===== config.mk =====
export PLATFORM = sky130hd
export DESIGN_NAME = tlbpt_ctrl
export DESIGN_NICKNAME = d
export VERILOG_FILES = /design/src/tlbpt_pkg.sv /design/src/tlbpt_ctrl.sv
export SDC_FILE = /design/constraint.sdc
export NUM_CORES = 1
export LEC_CHECK = 0
export BUFFER_PORTS_ARGS = -buffer_cell sky130_fd_sc_hd__buf_2
export CAP_MARGIN = 20
export CORE_AREA = 5 5 42 44
export DETAILED_ROUTE_END_ITERATION = 16
export DIE_AREA = 0 0 47 49
export SETUP_SLACK_MARGIN = 0.15
export SYNTH_ARGS = -nofsm -noshare
export SYNTH_HDL_FRONTEND = slang
export SYNTH_SLANG_ARGS = --single-unit
export TNS_END_PERCENT = 20

===== constraint.sdc =====
create_clock -name clk -period 1.39 [get_ports clk]
set_input_delay 0.139 -clock clk [delete_from_list [all_inputs] [get_ports clk]]
set_output_delay 0.139 -clock clk [all_outputs]
set_load 0.1 [all_outputs]

===== src/tlbpt_pkg.sv =====
package tlbpt_pkg;

    localparam int TLB_ENTRIES_DEF = 16;
    localparam int PAGE_COUNT_DEF  = 256;
    localparam int FRAME_MAX_DEF   = 256;
    localparam int OFFSET_BITS_DEF = 8;

    localparam int ADDR_W       = 16;
    localparam int CFG_W        = 9;
    localparam int EV_PAGE_W    = 8;
    localparam logic [CFG_W-1:0] FRAME_COUNT_RST = 9'd128;

    // commands from controller to datapath
    typedef struct packed {
        logic capture;     // latch input item and compute tlb lookup
        logic rd_victim;   // issue reads for victim page
        logic rd_neigh;    // read neighbor links
        logic commit;      // write back state and load result
    } tlbpt_cmd_t;

    // status from datapath to controller
    typedef struct packed {
        logic need_evict;
    } tlbpt_sts_t;

endpackage


===== src/tlbpt_ctrl.sv =====
module tlbpt_ctrl (
    input  logic                  clk,
    input  logic                  rst_n,
    input  logic                  in_valid,
    output logic                  in_ready,
    output logic                  out_valid,
    input  logic                  out_ready,
    input  tlbpt_pkg::tlbpt_sts_t sts,
    output tlbpt_pkg::tlbpt_cmd_t cmd
);
    typedef enum logic [2:0] {
        S_IDLE, S_LOOK, S_VICT, S_NEIGH, S_COMMIT
    } state_t;

    state_t state_reg, state_next;
    logic   out_valid_reg, out_valid_next;

    assign in_ready  = (state_reg == S_IDLE) && (!out_valid_reg || out_ready);
    assign out_valid = out_valid_reg;

    always_comb
    begin
        state_next     = state_reg;
        out_valid_next = out_valid_reg && !out_ready;
        cmd            = '0;
        case (state_reg)
            S_IDLE:
            begin
                if (in_valid && in_ready)
                begin
                    cmd.capture = 1'b1;
                    state_next  = S_LOOK;
                end
            end
            S_LOOK:
            begin
                // page reads in flight
                state_next = S_VICT;
            end
            S_VICT:
            begin
                cmd.rd_victim = 1'b1;
                // victim links only matter when a page gets evicted
                state_next    = sts.need_evict ? S_NEIGH : S_COMMIT;
            end
            S_NEIGH:
            begin
                cmd.rd_neigh = 1'b1;
                state_next   = S_COMMIT;
            end
            S_COMMIT:
            begin
                cmd.commit     = 1'b1;
                out_valid_next = 1'b1;
                state_next     = S_IDLE;
            end
            default: state_next = S_IDLE;
        endcase
    end

    always_ff @(posedge clk or negedge rst_n)
    begin
        if (!rst_n)
        begin
            state_reg     <= S_IDLE;
            out_valid_reg <= 1'b0;
        end
        else
        begin
            state_reg     <= state_next;
            out_valid_reg <= out_valid_next;
        end
    end
endmodule


== Word-level counts from Yosys, hierarchy flattened ==
Cells that the tools add are included.
Word-level totals
  output and inout port bits: 6
  bits in registers: 4
  word-level logic and storage cells: 23
Cells by class
  muxes and demuxes: 9
  equality and inequality tests: 5
  reduce and logical (&&, ||, !) cells: 7
Operators by type and width (count)
  3-bit case mux with 4 select lines: 1
  3-bit by 2-bit equality test with 1-bit output, second input constant: 2
  1-bit two-way mux: 6
  3-bit two-way mux: 2
  3-bit by 1-bit equality test with 1-bit output, second input constant: 1
  3-bit equality test, second input constant: 1
  1-bit logical AND: 3
  3-bit logical NOT: 1
  1-bit logical NOT: 2
  2-bit by 1-bit inequality test with 1-bit output, second input constant: 1
  1-bit logical OR: 1

== Depth between registers and ports, before layout ==
  word-level depth: 6
  mapped depth: 3
  gate-level depth less buffers: 3

== Worst setup path before layout ==
Ideal clock, no wire load.
  path type: reg2out
  start: register out_valid_reg, in the netlist out_valid
  end: output cmd[3] in the netlist's numbering
  cell stages (with the launch flop): 4
  path buffers: 0
  setup slack: -1.691 ns
  arrival time: 2.942 ns
  cells stage by stage: dfrtp_1 nand2b_1 nor4b_4 and2_1
RTL lines
  start, declared: RTL line tlbpt_ctrl.sv:16  | logic out_valid_reg, out_valid_next;
  start signal, assigned: RTL line tlbpt_ctrl.sv:71  | out_valid_reg <= out_valid_next;
  end, declared: RTL line tlbpt_ctrl.sv:9  | output tlbpt_pkg::tlbpt_cmd_t cmd

==> impl_metrics.xml <==
<?xml version="1.0" encoding="UTF-8"?>
<metrics>
  <group name="timing">
    <metric name="achievable-frequency" unit="GHz">0.671</metric>
    <metric name="layout_worst_path_cycle_share" unit="%">107</metric>
    <metric name="slew_hr" unit="%">67.9</metric>
    <metric name="tightest_slew" unit="ps">485</metric>
    <metric name="timing.clock.skew" unit="ps">5.40</metric>
    <metric name="finalSetupViolations" unit="">2</metric>
    <metric name="final_report_hold_violation_count" unit="">0</metric>
    <metric name="fin_worst_hold_slack" unit="ps">235</metric>
    <metric name="final_critical_delay_including_setup_and_external_delays" unit="ps">1490</metric>
    <metric name="setup_slack" unit="ps">-99.4</metric>
    <metric name="fin_setup_tns" unit="ps">-169</metric>
    <metric name="timing_max_transition_violations_final" unit="">0</metric>
    <metric name="unrepaired_setup_endpoints_after_global_routing" unit="">yes</metric>
  </group>
  <group name="placement">
    <metric name="finalWeightedCongestion" unit="">0.654</metric>
    <metric name="buffer_ports.inserted" unit="">10</metric>
    <metric name="dpl_cell_area" unit="sq um">402</metric>
    <metric name="pre_cts_ws" unit="ps">135</metric>
  </group>
  <group name="floorplanning">
    <metric name="die-width" unit="um">47</metric>
    <metric name="core_area" unit="sq um">1400</metric>
    <metric name="start_util" unit="%">15.4</metric>
    <metric name="die_outline_area" unit="sq um">2300</metric>
    <metric name="die_height" unit="um">49</metric>
    <metric name="boundaryPins" unit="">11</metric>
    <metric name="fp-row-count" unit="">14</metric>
  </group>
  <group name="logic_synthesis">
    <metric name="synth_area_leaders" unit="">sky130_fd_sc_hd__dfrtp_1 (47%), sky130_fd_sc_hd__nor4b_4 (11%), sky130_fd_sc_hd__nor3b_1 (7.0%)</metric>
    <metric name="synth_largest_area_cell" unit="">sky130_fd_sc_hd__dfrtp_1</metric>
    <metric name="post_synthesis_cells" unit="">20</metric>
    <metric name="syn_area" unit="sq um">215</metric>
    <metric name="syn_area_per_cell" unit="sq um">10.8</metric>
    <metric name="synth_cell_type_count" unit="">13</metric>
    <metric name="yosys_warnings" unit="">0</metric>
    <metric name="ys_seq_elements" unit="">4</metric>
    <metric name="yosys.area.top_type_share" unit="%">46.5</metric>
    <metric name="seq_area_frac_synth" unit="%">46.5</metric>
    <metric name="syn-num-nets" unit="">25</metric>
  </group>
  <group name="routing">
    <metric name="drt_pre_antenna_iters" unit="">1</metric>
    <metric name="post_drt_via_cell_ratio" unit="">4.05</metric>
    <metric name="drt-wirelength-per-cell" unit="um">10.9</metric>
    <metric name="drt.antenna.violating_nets" unit="">0</metric>
    <metric name="drt_iter0_drc" unit="">0</metric>
    <metric name="finalWirelength" unit="um">602</metric>
    <metric name="drt_drc_violations_left" unit="">0</metric>
    <metric name="via_count" unit="">223</metric>
  </group>
  <group name="worst_setup_path">
    <metric name="critPathBufInv" unit="">1</metric>
    <metric name="cp_slowest_cell" unit="">sky130_fd_sc_hd__dfrtp_4</metric>
    <metric name="cp_data_arrival_time" unit="ps">1350</metric>
    <metric name="timing_worst_setup_path_type" unit="">register to primary output</metric>
    <metric name="crit_chain" unit="">nand2b_4, nor4b_4, and2_4, buf_12</metric>
    <metric name="critical_path_peak_fanout" unit="">2</metric>
    <metric name="cpPeakStageDelay" unit="ps">480</metric>
    <metric name="worst_ep_required" unit="ps">1250</metric>
    <metric name="worst_setup_path_start_kind" unit="">register</metric>
    <metric name="worst_path_dominant_cell_family" unit="">flip-flops</metric>
    <metric name="critical_path.endpoint_type" unit="">primary output</metric>
  </group>
  <group name="cts">
    <metric name="clk_root_buffer_cell" unit="">sky130_fd_sc_hd__clkbuf_4</metric>
    <metric name="cts_max_path_buffers" unit="">2</metric>
    <metric name="clock_sinks" unit="">4</metric>
    <metric name="cts_buffers" unit="">3</metric>
    <metric name="cts_tree" unit="">yes</metric>
    <metric name="clk_pin_slew_worst_paths" unit="ps">40</metric>
    <metric name="clock_latency_at_the_later_pin_of_the_worst_skew_pair" unit="ps">240</metric>
    <metric name="ctsHtreeMaxLevel" unit="">1</metric>
  </group>
  <group name="run_status">
    <metric name="outcome" unit="">finished, violations left</metric>
    <metric name="violated_checks" unit="">negative setup slack</metric>
  </group>
  <group name="grt">
    <metric name="grt_usage" unit="%">7.27</metric>
    <metric name="global_route_wire_length_before_repair" unit="um">1120</metric>
    <metric name="grt.overflow.total" unit="">0</metric>
    <metric name="first_global_vias" unit="">259</metric>
    <metric name="antenna_found_initial" unit="">0</metric>
    <metric name="grt_start_max_net_pins" unit="">9</metric>
  </group>
  <group name="finish">
    <metric name="antennaDiodeCount" unit="">0</metric>
    <metric name="final_layout_size_suffix_gt1_share" unit="%">64.1</metric>
    <metric name="final_nets" unit="">45</metric>
    <metric name="number_of_flip_flops_in_the_largest_register" unit="">3</metric>
    <metric name="design_area" unit="sq um">460</metric>
    <metric name="layout-area-overhead-vs-synth" unit="%">114</metric>
  </group>
  <group name="job">
    <metric name="maxCapViolations" unit="">0</metric>
  </group>
  <group name="min_path">
    <metric name="hp-class" unit="">input pin to asynchronous set/reset pin</metric>
  </group>
</metrics>
## through the flow
| stage | instances | utilization, % |
|---|---|---|
| final | 55 | 32.9 |
| after global routing | 55 | 32.9 |
| after CTS | 55 | 32.3 |
| after detailed placement | 49 | 28.7 |
| after global placement | 49 | 28.7 |
| after floorplan | 20 | - |
## final timing paths
| check | startpoint | end | slack [ps] | cells past startpoint |
|---|---|---|---|---|
| max in group asynchronous | rst_n | state_reg[1] | 1010 | 2 |
| min in group clk | sts | state_reg[0] | 250 | 3 |
| hold / removal | rst_n | out_valid | 240 | 2 |
| hold reg to reg | state_reg[2] | state_reg[1] | 620 | 2 |
| setup reg to reg | state_reg[0] | state_reg[1] | 440 | 4 |
| setup / recovery | out_valid | cmd[3] | -100 | 4 |
## layer usage
layer	vias to the layer above	track usage [%]	part of all wire (%)
met5	-	0	0
met1	102	7.30	40
met4	0	6.91	3.3
met3	2	4.43	8.3
li1	107	-	-
met2	12	9.73	48
## repair_timing
action,4_1_cts,5_1_grt
resized for setup,3,2
setup buffers,1,0
hold endpoints to repair,4,0
pin swaps,2,0
hold buffers,1,0
endpoints found under the setup margin,6,6
## worst register-to-register path, delay by kind of cell (launching register included)
| kind | cells | cell delay (ps) |
|---|---|---|
| simple gates | 2 | 220 |
| mux | 1 | 90 |
| buf+inv | 1 | 150 |
| flops | 1 | 410 |
## kinds of logic after synthesis
| family | count (synthesis) | synth area share, % |
|---|---|---|
| buf+inv | 1 | 1.74 |
| simple gates | 13 | 43.6 |
| compound gates | 1 | 3.49 |
| flops | 4 | 46.5 |
| mux | 1 | 4.65 |
## cell usage after synthesis, drive strengths merged
| cell type | number |
|---|---|
| nor2 | 2 |
| dfrtp | 4 |
| inv | 1 |
| nor2b | 2 |
| nor4b | 1 |
| nand2b | 1 |
| nor3b | 2 |
| and2 | 1 |
| and3b | 1 |
| a22oi | 1 |
| nand2 | 2 |
| nor3 | 1 |
| mux2i | 1 |
## placed cells by master (no fill, tap or decap)
cell	netlist	routed
sky130_fd_sc_hd__nand2_1	2	2
sky130_fd_sc_hd__buf_6	0	2
sky130_fd_sc_hd__nor3b_4	0	1
sky130_fd_sc_hd__dlygate4sd3_1	0	1
sky130_fd_sc_hd__nor3_1	1	1
sky130_fd_sc_hd__clkbuf_1	0	1
sky130_fd_sc_hd__nor2_1	2	2
sky130_fd_sc_hd__nor2b_1	2	2
sky130_fd_sc_hd__buf_4	0	2
sky130_fd_sc_hd__dfrtp_1	4	2
sky130_fd_sc_hd__and2_4	0	1
sky130_fd_sc_hd__inv_2	0	1
sky130_fd_sc_hd__nor4b_4	1	1
sky130_fd_sc_hd__clkbuf_4	0	3
sky130_fd_sc_hd__nor3b_1	2	1
sky130_fd_sc_hd__nand2b_4	0	1
sky130_fd_sc_hd__dfrtp_2	0	1
sky130_fd_sc_hd__mux2i_1	1	1
sky130_fd_sc_hd__buf_2	0	5
sky130_fd_sc_hd__dfrtp_4	0	1
sky130_fd_sc_hd__and3b_2	1	1
sky130_fd_sc_hd__a22oi_1	1	1
sky130_fd_sc_hd__buf_12	0	5
## area by class of cell
| class | instances | area, sq um |
|---|---|---|
| sequential | 4 | 105 |
| inverter | 1 | 3.75 |
| clock buffer | 4 | 26.3 |
| tap | 16 | 20.0 |
| timing repair buffer | 15 | 173 |
| fill | 153 | 941 |
| multi-input combinational | 15 | 133 |
Power is left out: the tool's default activity adds up to more than one toggle a clock period on the data nets, which glitch-free logic cannot reach.
